$ cat src/hw/rtl/rlpd_pkg.sv
package rlpd_pkg;

  // widest length field accepted, in bytes (1..8)
  localparam int LEN_BYTES = 4;
  localparam int CNT_W     = 8 * LEN_BYTES;
  localparam int LBL_W     = $clog2(LEN_BYTES + 1);

  localparam logic [7:0] SINGLE_MAX    = 8'h7f;
  localparam logic [7:0] STR_BASE      = 8'h80;
  localparam logic [7:0] STR_SHORT_MAX = 8'hb7;
  localparam logic [7:0] STR_LONG_MAX  = 8'hbf;
  localparam logic [7:0] LIST_BASE     = 8'hc0;
  localparam logic [7:0] LIST_SHORT_MAX = 8'hf7;

  typedef enum logic [2:0] {
    PH_HDR,
    PH_LLEN,
    PH_ITEM,
    PH_SLEN,
    PH_PAY,
    PH_DROP
  } phase_t;

  typedef enum logic [1:0] {
    K_PAYLOAD = 2'd0,
    K_EMPTY   = 2'd1,
    K_MSGEND  = 2'd2,
    K_ERROR   = 2'd3
  } kind_t;

  typedef enum logic [2:0] {
    ERR_NONE     = 3'd0,
    ERR_NOT_LIST = 3'd1,
    ERR_TRUNC    = 3'd2,
    ERR_NESTED   = 3'd3,
    ERR_OVERRUN  = 3'd4,
    ERR_WIDE     = 3'd5
  } err_t;

  typedef struct packed {
    kind_t      kind;
    logic [7:0] data;
    logic       item_start;
    logic       item_end;
    logic       msg_end;
    err_t       err_code;
  } res_t;

endpackage

$ cat src/hw/rtl/rlp_flat_list_decoder.sv
// Streaming decoder for one RLP message that is a single flat list of strings.
// Bytes enter one per cycle on the in_ channel, with in_last on the final byte;
// each byte yields zero or one transaction on the out_ channel: a payload byte
// with item start/end marks, an empty item, a bare message end, or an error
// code, after which the rest of the message is dropped up to in_last. While the
// output is not stalled, the block sustains one byte per cycle: each byte sits
// in an input register, is decoded against the parse counters combinationally
// and lands in the output register, so a result passes both registers before
// it is on out_. A stalled output holds both registers and stalls the input.
// Length fields up to LEN_BYTES bytes (package constant) are accepted.
module rlp_flat_list_decoder
  import rlpd_pkg::*;
(
  input  logic       clk,
  input  logic       rst_n,
  input  logic       in_valid,
  output logic       in_stall,
  input  logic [7:0] in_byte,
  input  logic       in_last,
  output logic       out_valid,
  input  logic       out_stall,
  output logic [1:0] out_kind,
  output logic [7:0] out_data,
  output logic       out_item_start,
  output logic       out_item_end,
  output logic       out_msg_end,
  output logic [2:0] out_err_code
);

  logic       s1_valid_r;
  logic [7:0] s1_byte_r;
  logic       s1_last_r;
  logic       out_valid_r;
  res_t       out_res_r;
  logic       advance;
  logic       in_take;
  logic       res_valid;
  res_t       res;

  assign advance  = !out_valid_r || !out_stall;
  assign in_stall = s1_valid_r && !advance;
  assign in_take  = in_valid && !in_stall;

  always_ff @(posedge clk) begin
    if (!rst_n) begin
      s1_valid_r <= 1'b0;
    end else if (in_take) begin
      s1_valid_r <= 1'b1;
    end else if (advance) begin
      s1_valid_r <= 1'b0;
    end
  end

  always_ff @(posedge clk) begin
    if (in_take) begin
      s1_byte_r <= in_byte;
      s1_last_r <= in_last;
    end
  end

  rlpd_decode u_decode (
    .clk       (clk),
    .rst_n     (rst_n),
    .step      (s1_valid_r && advance),
    .byte_in   (s1_byte_r),
    .last_in   (s1_last_r),
    .res_valid (res_valid),
    .res       (res)
  );

  always_ff @(posedge clk) begin
    if (!rst_n) begin
      out_valid_r <= 1'b0;
    end else if (advance) begin
      out_valid_r <= s1_valid_r && res_valid;
    end
  end

  always_ff @(posedge clk) begin
    if (advance) begin
      out_res_r <= res;
    end
  end

  assign out_valid      = out_valid_r;
  assign out_kind       = out_res_r.kind;
  assign out_data       = out_res_r.data;
  assign out_item_start = out_res_r.item_start;
  assign out_item_end   = out_res_r.item_end;
  assign out_msg_end    = out_res_r.msg_end;
  assign out_err_code   = out_res_r.err_code;

endmodule

$ cat src/hw/rtl/rlpd_decode.sv
module rlpd_decode
  import rlpd_pkg::*;
(
  input  logic       clk,
  input  logic       rst_n,
  input  logic       step,
  input  logic [7:0] byte_in,
  input  logic       last_in,
  output logic       res_valid,
  output res_t       res
);

  phase_t             phase_r, phase_nxt;
  logic [LBL_W-1:0]   lbl_r, lbl_nxt;
  logic [CNT_W-1:0]   accum_r, accum_nxt;
  logic [CNT_W-1:0]   pay_left_r, pay_left_nxt;
  logic [CNT_W-1:0]   declared_r, declared_nxt;
  logic [CNT_W-1:0]   seen_r, seen_nxt;
  logic               pay_first_r, pay_first_nxt;

  logic [CNT_W-1:0]   accum_shift;
  logic [LBL_W-1:0]   lbl_dec;
  logic               len_done;
  logic [CNT_W-1:0]   seen_inc;
  logic [CNT_W-1:0]   pay_dec;
  logic               pay_end;
  logic [7:0]         list_n;
  logic [7:0]         str_n;
  logic               fail;
  err_t               err;

  assign accum_shift = (accum_r << 8) | CNT_W'(byte_in);
  assign lbl_dec     = (lbl_r != '0) ? lbl_r - LBL_W'(1) : lbl_r;
  assign len_done    = (lbl_dec == '0);
  assign seen_inc    = (seen_r == '1) ? seen_r : seen_r + CNT_W'(1);
  assign pay_dec     = (pay_left_r != '0) ? pay_left_r - CNT_W'(1) : pay_left_r;
  assign pay_end     = (pay_dec == '0);
  assign list_n      = byte_in - LIST_SHORT_MAX;
  assign str_n       = byte_in - STR_SHORT_MAX;

  // result of the current byte
  always_comb begin
    res_valid      = 1'b0;
    res            = '0;
    res.kind       = K_PAYLOAD;
    res.err_code   = ERR_NONE;
    res.msg_end    = last_in;
    fail           = 1'b0;
    err            = ERR_NONE;
    case (phase_r)
      PH_HDR: begin
        if (byte_in < LIST_BASE) begin
          fail = 1'b1;
          err  = ERR_NOT_LIST;
        end else if (byte_in <= LIST_SHORT_MAX) begin
          if (last_in) begin
            res_valid = 1'b1;
            res.kind  = K_MSGEND;
            if (byte_in != LIST_BASE) begin
              fail = 1'b1;
              err  = ERR_OVERRUN;
            end
          end
        end else if (list_n > 8'(LEN_BYTES)) begin
          fail = 1'b1;
          err  = ERR_WIDE;
        end else if (last_in) begin
          fail = 1'b1;
          err  = ERR_TRUNC;
        end
      end
      PH_LLEN: begin
        if (len_done) begin
          if (last_in) begin
            res_valid = 1'b1;
            res.kind  = K_MSGEND;
            if (accum_shift != '0) begin
              fail = 1'b1;
              err  = ERR_OVERRUN;
            end
          end
        end else if (last_in) begin
          fail = 1'b1;
          err  = ERR_TRUNC;
        end
      end
      PH_ITEM, PH_SLEN, PH_PAY: begin
        if (last_in && (declared_r > seen_inc)) begin
          fail = 1'b1;
          err  = ERR_OVERRUN;
        end else if (phase_r == PH_ITEM) begin
          if (byte_in <= SINGLE_MAX) begin
            res_valid      = 1'b1;
            res.data       = byte_in;
            res.item_start = 1'b1;
            res.item_end   = 1'b1;
          end else if (byte_in == STR_BASE) begin
            res_valid = 1'b1;
            res.kind  = K_EMPTY;
          end else if (byte_in <= STR_SHORT_MAX) begin
            if (last_in) begin
              fail = 1'b1;
              err  = ERR_TRUNC;
            end
          end else if (byte_in <= STR_LONG_MAX) begin
            if (str_n > 8'(LEN_BYTES)) begin
              fail = 1'b1;
              err  = ERR_WIDE;
            end else if (last_in) begin
              fail = 1'b1;
              err  = ERR_TRUNC;
            end
          end else begin
            fail = 1'b1;
            err  = ERR_NESTED;
          end
        end else if (phase_r == PH_SLEN) begin
          if (len_done && (accum_shift == '0)) begin
            res_valid = 1'b1;
            res.kind  = K_EMPTY;
          end else if (last_in) begin
            fail = 1'b1;
            err  = ERR_TRUNC;
          end
        end else begin
          if (last_in && !pay_end) begin
            fail = 1'b1;
            err  = ERR_TRUNC;
          end else begin
            res_valid      = 1'b1;
            res.data       = byte_in;
            res.item_start = pay_first_r;
            res.item_end   = pay_end;
          end
        end
      end
      default: begin
      end
    endcase
    if (fail) begin
      res_valid      = 1'b1;
      res.kind       = K_ERROR;
      res.data       = '0;
      res.item_start = 1'b0;
      res.item_end   = 1'b0;
      res.err_code   = err;
    end
  end

  // next state; every last byte rearms the header phase
  always_comb begin
    phase_nxt     = phase_r;
    lbl_nxt       = lbl_r;
    accum_nxt     = accum_r;
    pay_left_nxt  = pay_left_r;
    declared_nxt  = declared_r;
    seen_nxt      = seen_r;
    pay_first_nxt = pay_first_r;
    case (phase_r)
      PH_HDR: begin
        seen_nxt  = '0;
        accum_nxt = '0;
        if (byte_in <= LIST_SHORT_MAX) begin
          declared_nxt = CNT_W'(byte_in - LIST_BASE);
          phase_nxt    = PH_ITEM;
        end else begin
          declared_nxt = '0;
          lbl_nxt      = LBL_W'(list_n);
          phase_nxt    = PH_LLEN;
        end
      end
      PH_LLEN: begin
        accum_nxt = accum_shift;
        lbl_nxt   = lbl_dec;
        if (len_done) begin
          declared_nxt = accum_shift;
          seen_nxt     = '0;
          phase_nxt    = PH_ITEM;
        end
      end
      PH_ITEM: begin
        seen_nxt = seen_inc;
        if (byte_in inside {[STR_BASE + 8'd1 : STR_SHORT_MAX]}) begin
          pay_left_nxt  = CNT_W'(byte_in - STR_BASE);
          pay_first_nxt = 1'b1;
          phase_nxt     = PH_PAY;
        end else if (byte_in inside {[STR_SHORT_MAX + 8'd1 : STR_LONG_MAX]}) begin
          lbl_nxt   = LBL_W'(str_n);
          accum_nxt = '0;
          phase_nxt = PH_SLEN;
        end
      end
      PH_SLEN: begin
        seen_nxt  = seen_inc;
        accum_nxt = accum_shift;
        lbl_nxt   = lbl_dec;
        if (len_done) begin
          if (accum_shift == '0) begin
            phase_nxt = PH_ITEM;
          end else begin
            pay_left_nxt  = accum_shift;
            pay_first_nxt = 1'b1;
            phase_nxt     = PH_PAY;
          end
        end
      end
      PH_PAY: begin
        seen_nxt      = seen_inc;
        pay_left_nxt  = pay_dec;
        pay_first_nxt = 1'b0;
        if (pay_end) begin
          phase_nxt = PH_ITEM;
        end
      end
      default: begin
      end
    endcase
    if (fail) begin
      phase_nxt = PH_DROP;
    end
    if (last_in) begin
      phase_nxt = PH_HDR;
    end
  end

  always_ff @(posedge clk) begin
    if (!rst_n) begin
      phase_r     <= PH_HDR;
      lbl_r       <= '0;
      accum_r     <= '0;
      pay_left_r  <= '0;
      declared_r  <= '0;
      seen_r      <= '0;
      pay_first_r <= 1'b0;
    end else if (step) begin
      phase_r     <= phase_nxt;
      lbl_r       <= lbl_nxt;
      accum_r     <= accum_nxt;
      pay_left_r  <= pay_left_nxt;
      declared_r  <= declared_nxt;
      seen_r      <= seen_nxt;
      pay_first_r <= pay_first_nxt;
    end
  end

endmodule

$ cat config.mk
export PLATFORM = sky130hd
export DESIGN_NAME = rlp_flat_list_decoder
export DESIGN_NICKNAME = d
export VERILOG_FILES = /design/src/hw/rtl/rlpd_pkg.sv /design/src/hw/rtl/rlp_flat_list_decoder.sv /design/src/hw/rtl/rlpd_decode.sv
export SDC_FILE = /design/constraint.sdc
export NUM_CORES = 1
export LEC_CHECK = 0
export ABC_AREA = 0
export BUFFER_PORTS_ARGS = -buffer_cell sky130_fd_sc_hd__buf_2
export CORE_MARGIN = 2
export CORE_UTILIZATION = 57
export DETAILED_ROUTE_END_ITERATION = 10
export GPL_TIMING_DRIVEN = 1
export PLACE_DENSITY = 0.85
export SLEW_MARGIN = 5
export SYNTH_ARGS = -nofsm -noshare
export SYNTH_HDL_FRONTEND = slang
export SYNTH_HIERARCHICAL = 1
export SYNTH_SLANG_ARGS = --single-unit
$ cat constraint.sdc
create_clock -name clk -period 4.4 [get_ports clk]
set_input_delay 0.44 -clock clk [delete_from_list [all_inputs] [get_ports clk]]
set_output_delay 0.44 -clock clk [all_outputs]
set_load 0.01 [all_outputs]
### Yosys cells after proc, flatten, opt, wreduce, memory -nomap -nowiden

Index checks and enable logic that the tools add are counted.

* register bits after elaboration: 154
* input port bits: 13

* muxes and demuxes: 101
* reduce and logical (&&, ||, !) cells: 37
* add/subtract/negate cells: 7
* order comparisons: 10
* bitwise gates (word level): 2
* eq/ne operators: 18

Operators by type and width (count)
* $mux W32: 8
* $pmux W32 S3: 2
* $mux W3: 27
* $pmux W24 S3: 1
* $logic_not A32 Y1: 2
* $pmux W32 S2: 1
* $reduce_bool A32 Y1: 2
* $mux W24: 2
* $mux W1: 38
* $add A32 B1 Y32 const B: 1
* $eq A32 B32 Y1 const B: 1
* $gt A32 B32 Y1: 1
* $or A32 B8 Y32: 1
* $sub A32 B1 Y32 const B: 1
* $mux W10: 3
* $le A8 B8 Y1 const B: 3
* $mux W12: 2
* $mux W2: 10
* $pmux W3 S3: 2
* $sub A8 B8 Y9 const B: 2
* $ge A8 B8 Y1 const B: 2
* $gt A8 B3 Y1 const B: 2
* $sub A8 B8 Y8 const B: 2
* $pmux W3 S5: 1
* other kinds (28): 58

### Longest topological paths before layout

* depth after elaboration: 12
* gate-level depth with buffers: 21

### Hierarchy

Netlist, hierarchy kept.

By module, submodules not included
* rlpd_decode: instances 1, cells each 1178, seq. area each 2542.4 um^2, area each 8849.7 um^2
* rlp_flat_list_decoder: instances 1, cells each 34, seq. area each 790.8 um^2, area each 837.1 um^2

### Worst setup path before layout

No wires, ideal clock.

* path type: flip-flop to flip-flop
* start point: register u_decode.seen_r[0]
* end point: register out_res_r, in the netlist out_data[0], data pin
* stages on the path, launching flop included: 19
* clock period less this slack: 4.186 ns
* buffers on the path: 1
* setup time: 0.168 ns
* arrival: 4.017 ns
* setup slack: 0.214 ns
* data required time: 4.232 ns
* path through: dfxtp_1 -> ha_1 -> nand4_1 -> or4_1 -> nor2_1 -> nand4_1 -> clkbuf_1 -> nand3_1 -> xor2_1 -> ha_1 -> a21oi_1 -> o21ai_0 -> a221o_1 -> o31a_1 -> o21ai_0 -> a211oi_1 -> nand2b_1 -> a211oi_4 -> nor4b_4

* word-level cells in the longest chain between the ends: 7
* elaborated cells on any way between the ends: 8
* those cells by class: 1 x add/sub; 1 x order compare; 1 x eq/ne; 3 x mux; 2 x reduce/logical

Ends and longest elaborated chain
* from (decl): RTL line rlpd_decode.sv:18 `logic [CNT_W-1:0] seen_r, seen_nxt;`
* from (signal assigned): RTL line rlpd_decode.sv:241 `seen_r <= seen_nxt;`
* $add A32 B1 Y32 or $eq A32 B32 Y1 (tied branches): RTL line rlpd_decode.sv:35 `assign seen_inc = (seen_r == '1) ? seen_r : seen_r + CNT_W'(1);`
* $mux W32 *: RTL line rlpd_decode.sv:35
* $gt A32 B32 Y1 *: RTL line rlpd_decode.sv:88 `if (last_in && (declared_r > seen_inc)) begin`
* $logic_and A1 B1 Y1 *: RTL line rlpd_decode.sv:88
* $mux W1: RTL line rlpd_decode.sv:88
* $pmux W1 S3: RTL line rlpd_decode.sv:50 `case (phase_r)`
* $reduce_or A3 Y1 (no line) *
* to (signal assigned): RTL line rlp_flat_list_decoder.sv:81 `out_res_r <= res;`
* to (decl): RTL line rlp_flat_list_decoder.sv:34 `res_t out_res_r;`

Every way passes the cells marked *; elsewhere a longest branch is shown, timed or not.
A chain may end at the register's enable or synchronous reset.

### Worst setup path after layout

* start point: register u_decode.seen_r[18]
* end point: register out_valid_r (netlist: out_valid)

* word-level cells in the longest chain between the ends: 8
* elaborated cells on any way between the ends: 11
* those cells by class: 1 x add/sub; 1 x order compare; 1 x eq/ne; 6 x mux; 2 x reduce/logical

Ends and longest elaborated chain
* $add A32 B1 Y32 or $eq A32 B32 Y1 (tied branches): RTL line rlpd_decode.sv:35
* $mux W32 *: RTL line rlpd_decode.sv:35
* $gt A32 B32 Y1 *: RTL line rlpd_decode.sv:88
* $logic_and A1 B1 Y1 *: RTL line rlpd_decode.sv:88
* $mux W1: RTL line rlpd_decode.sv:88
* $pmux W1 S3: RTL line rlpd_decode.sv:50
* $mux W1 *: RTL line rlpd_decode.sv:140 `if (fail) begin`
* named net res_valid: RTL line rlp_flat_list_decoder.sv:37 `logic res_valid;`
* $logic_and A1 B1 Y1 *: RTL line rlp_flat_list_decoder.sv:75 `out_valid_r <= s1_valid_r && res_valid;`
* to (signal assigned): RTL line rlp_flat_list_decoder.sv:75
* to (decl): RTL line rlp_flat_list_decoder.sv:33 `logic out_valid_r;`

The timed path passes the listed nets; every way through them passes the cells marked *.

==> results list <==
- Outcome: finished, final reports clean
- Maximum Capacitance Violations: 0
- Counting tap cells, the placed design contains a total of 1,470 instances.
- The first routing iteration left 1,576 violations.
- Buffers placed on the I/O ports in this run total 30.
- Arrival time reported for the critical path endpoint: 4.67 ns
- Startpoint-to-endpoint class of the critical path: reg2reg
- Share of flip-flops with an asynchronous set or reset after synthesis: 0%
- Maximum number of pins on one net before global-route repair: 60
- Of the post-synthesis cell area, the dominant cell type holds 26.66%.
* Critical Path Max Stage Delay: 0.62 ns
- DIE WIDTH: 134.4 um
- The count of cells in the finished layout, fillers not included, comes to 1,504.
* Overall routed net length: 31,420 um
- Netlist cell types: 83
* Total vias in the final route: 10,340
- TritonCTS built the clock tree.
- Maximum clock insertion buffer count: 2
- The biggest area contributor in the post-synthesis netlist is sky130_fd_sc_hd__dfxtp_1.
- Vertical die dimension: 134.4 um
- Total power for the finished layout comes to 0.003986 W.
- For this configuration, the core starts out at a cell density of 58.41%.
- Core Box Area: 0.01658 mm^2
* Detailed-placement wirelength estimate: 21,130 um
- Leading cell type in the layout, fill and taps excluded: sky130_fd_sc_hd__a21oi_1
- #FFs+latches synth: 154
* Antenna violations before repair: 0
- Hold path cells: 1
* Number of synthesized flops with an enable pin: 25
- Clock Latency Late Sink: 0.43 ns
- Area enclosed by the die boundary: 0.01805 mm^2
- Area Overhead vs Synth: 15.91%
- Across the routed clock network, the largest skew measured is 0.01305 ns.
- CTS Buf Count: 17
- In this run the static leakage power is 4.424 nW.
- In the final design database the tool counted 1,331 nets.
* Synthesized instance count: 1,212
- Max-slew violation count: 0
* Final worst-path cycle share: 99.30%
* Vias per cell: 6.877
* Synth Net Count: 1,272
- The number of cells on the worst reg-to-reg path is 20.
- Dominant register cell in the synthesized netlist: sky130_fd_sc_hd__dfxtp_1
- Routability-driven placement finished with a final weighted congestion of 1.009.
- Io pins: 31
- The number of global-route vias before repair was 9,414.
- Synth area leaders: sky130_fd_sc_hd__dfxtp_1 (27%), sky130_fd_sc_hd__edfxtp_1 (7.7%), sky130_fd_sc_hd__a21oi_1 (7.3%)
- In this run the clock root is driven by a sky130_fd_sc_hd__clkbuf_16.
- Sinks on Clock Net: 154
- For this design, the slowest cell found on the critical path is sky130_fd_sc_hd__or4_4.
* Commonest non-fill, non-tap cells in the layout: sky130_fd_sc_hd__a21oi_1 (139), sky130_fd_sc_hd__nor2_1 (132), sky130_fd_sc_hd__dfxtp_1 (125)
- The average instance in the mapped netlist occupies 7.992 um^2.
- Cells along the critical path: nand4_1, or4_4, o2111a_1, nand4_1, or2_2, nor2_1, xnor2_1, ha_1, nand4_1, buf_4, nor4_4, buf_4, o31a_1, o21ai_4, or2_2, buf_4, nand3_1, o211ai_1, nand2_1, a21boi_1
- Across every metal layer, demand over resource in global routing totals 33.87%.
- The pre-antenna-repair detailed-routing pass consisted of 6 iterations.
* Hold Worst Slack: 0.1860 ns
- Total global routing overflow: 0
- The repair_antennas step left the layout with diodes totalling 0.
* Hold violation total from the final report: 0
- Across the VDD grid, the largest voltage drop is 0.2836 mV.
- CTS built an H-tree with a depth of 4.
- First-pass GRT wire length: 48,910 um
- After detailed routing, the average wire length per cell comes to 20.89 um.
* PwrDens: 355.0 mW/mm^2
- Static timing analysis puts the maximum clock frequency at 0.2289 GHz.
* Slew at the pin closest to its max-slew limit: 1.171 ns
- Required time of the critical path: 4.70 ns
* CP Capture Type: flip-flop
* Final setup violating endpoints: 0
- The worst setup path is launched from a flip-flop.
- The worst pin sits at a relative slew slack of 21.95%.
- Count of warnings emitted by yosys: 6
* Clock-pin transition on the worst setup and hold timing paths: 0.06 ns
- Summing every instance area after synthesis gives 0.009687 mm^2.
- Share of layout cells above drive strength 1: 16.28%
- Max Fanout on Critical Path: 4
* Min cycle time layout: 4.369 ns
- Remaining design rule violation count: 0
- The initialized floorplan defines 47 standard-cell rows.
- Fill cell total of the finished layout: 1,330
- Sequential area share after synthesis: 34.41%
- Min-Delay Path Class: in2reg
- The detail route stage leaves a number of antenna-violating nets equal to 0.
[synth_stat cells (all sizes together) (14+ instances only)]
library cell	count
a31oi	14
dfxtp	129
nor3	36
o21ai	61
nand3	36
inv	21
ha	47
a21oi	142
a211oi	14
nand2	111
and3	36
xor2	16
xnor2	20
nor2	134
o211ai	29
edfxtp	25
nand4	26
or3	14
or4	21
nor4	18
clkbuf	73
[what timing repair did]
item | 4_1_cts | 5_1_grt
hold buffers | 0 | 0
setup endpoints to repair | 13 | 18
gates cloned | 1 | 0
resized for setup | 5 | 35
setup buffers | 0 | 2
pin swaps | 1 | 13
[worst max-delay path: cells and delay by family (launching register included)]
family | cells | cell delay, ns
simple gates | 10 | 2.17
compound gates | 5 | 0.75
buf+inv | 3 | 0.51
flops | 1 | 0.36
fa+ha+maj | 1 | 0.31
xor+xnor | 1 | 0.13
[final cells by class]
cell class / count / area [um^2] / area share, %
multi-input combinational: 960 / 6142 / 54.70
sequential: 154 / 3338 / 29.73
clock inverter: 9 / 113.9 / 1.014
timing repair buffer: 116 / 808.3 / 7.199
inverter: 22 / 82.58 / 0.7355
clock buffer: 23 / 467.9 / 4.168
tap: 220 / 275.3 / 2.452
[registers in the layout, summed over array words and instances (netlist names), 2 cells and up]
register	count
u_decode/seen_r	32
out_kind	2
u_decode/pay_left_r	32
u_decode/lbl_r	3
s1_byte_r	8
u_decode/accum_r	24
u_decode/declared_r	32
u_decode/phase_r	3
out_err_code	3
out_data	8
[metal layers]
layer	up-vias	global-route usage (%)	routed length [um]
li1	4665	-	-
met1	4825	44.48	12630
met2	712	53.37	14090
met3	141	7.445	3347
met4	0	15.44	1347
met5	-	0	0
[cells by family (layout without fill, tap and decap cells)]
family | Yosys count | count (layout) | synth area share, %
xor gates and xnor gates | 36 | 36 | 3.255
DFF | 154 | 154 | 34.41
adders and majority gates | 47 | 47 | 6.071
AOI/OAI and AO/OA | 368 | 369 | 24.53
and+or+nand+nor | 503 | 503 | 27.18
buffers and inverters | 99 | 170 | 4.043
muxes | 5 | 5 | 0.5167
[through the flow]
stage	worst slack (ns)	utilization (%)	setup TNS, ns	instance area [um^2]
floorplan	0.2143	-	0	9687
global placement	0.007255	63.07	0	10460
detailed placement	-0.09278	63.07	-0.2464	10460
CTS	0.02817	66.79	0	11080
global route	-0.1274	67.71	-0.7588	11230
finish	0.03076	67.71	0	11230
[final timing paths]
path,start,to,slack (ns)
max,u_decode/seen_r[18],out_valid,0.03
min,in_byte[3],s1_byte_r[3],0.19
max reg2reg,u_decode/seen_r[18],out_valid,0.03
min reg2reg,u_decode/declared_r[0],u_decode/declared_r[0],0.45
[report_power, final]
part | switching, W | leakage (nW) | internal [W]
Combinational | 0.000629 | 2.82 | 0.000360
Clock | 0.000593 | 0.283 | 0.000871
Sequential | 0.0000492 | 1.32 | 0.00148
Total | 0.00127 | 4.42 | 0.00272
(Power assumes the default switching activity.)
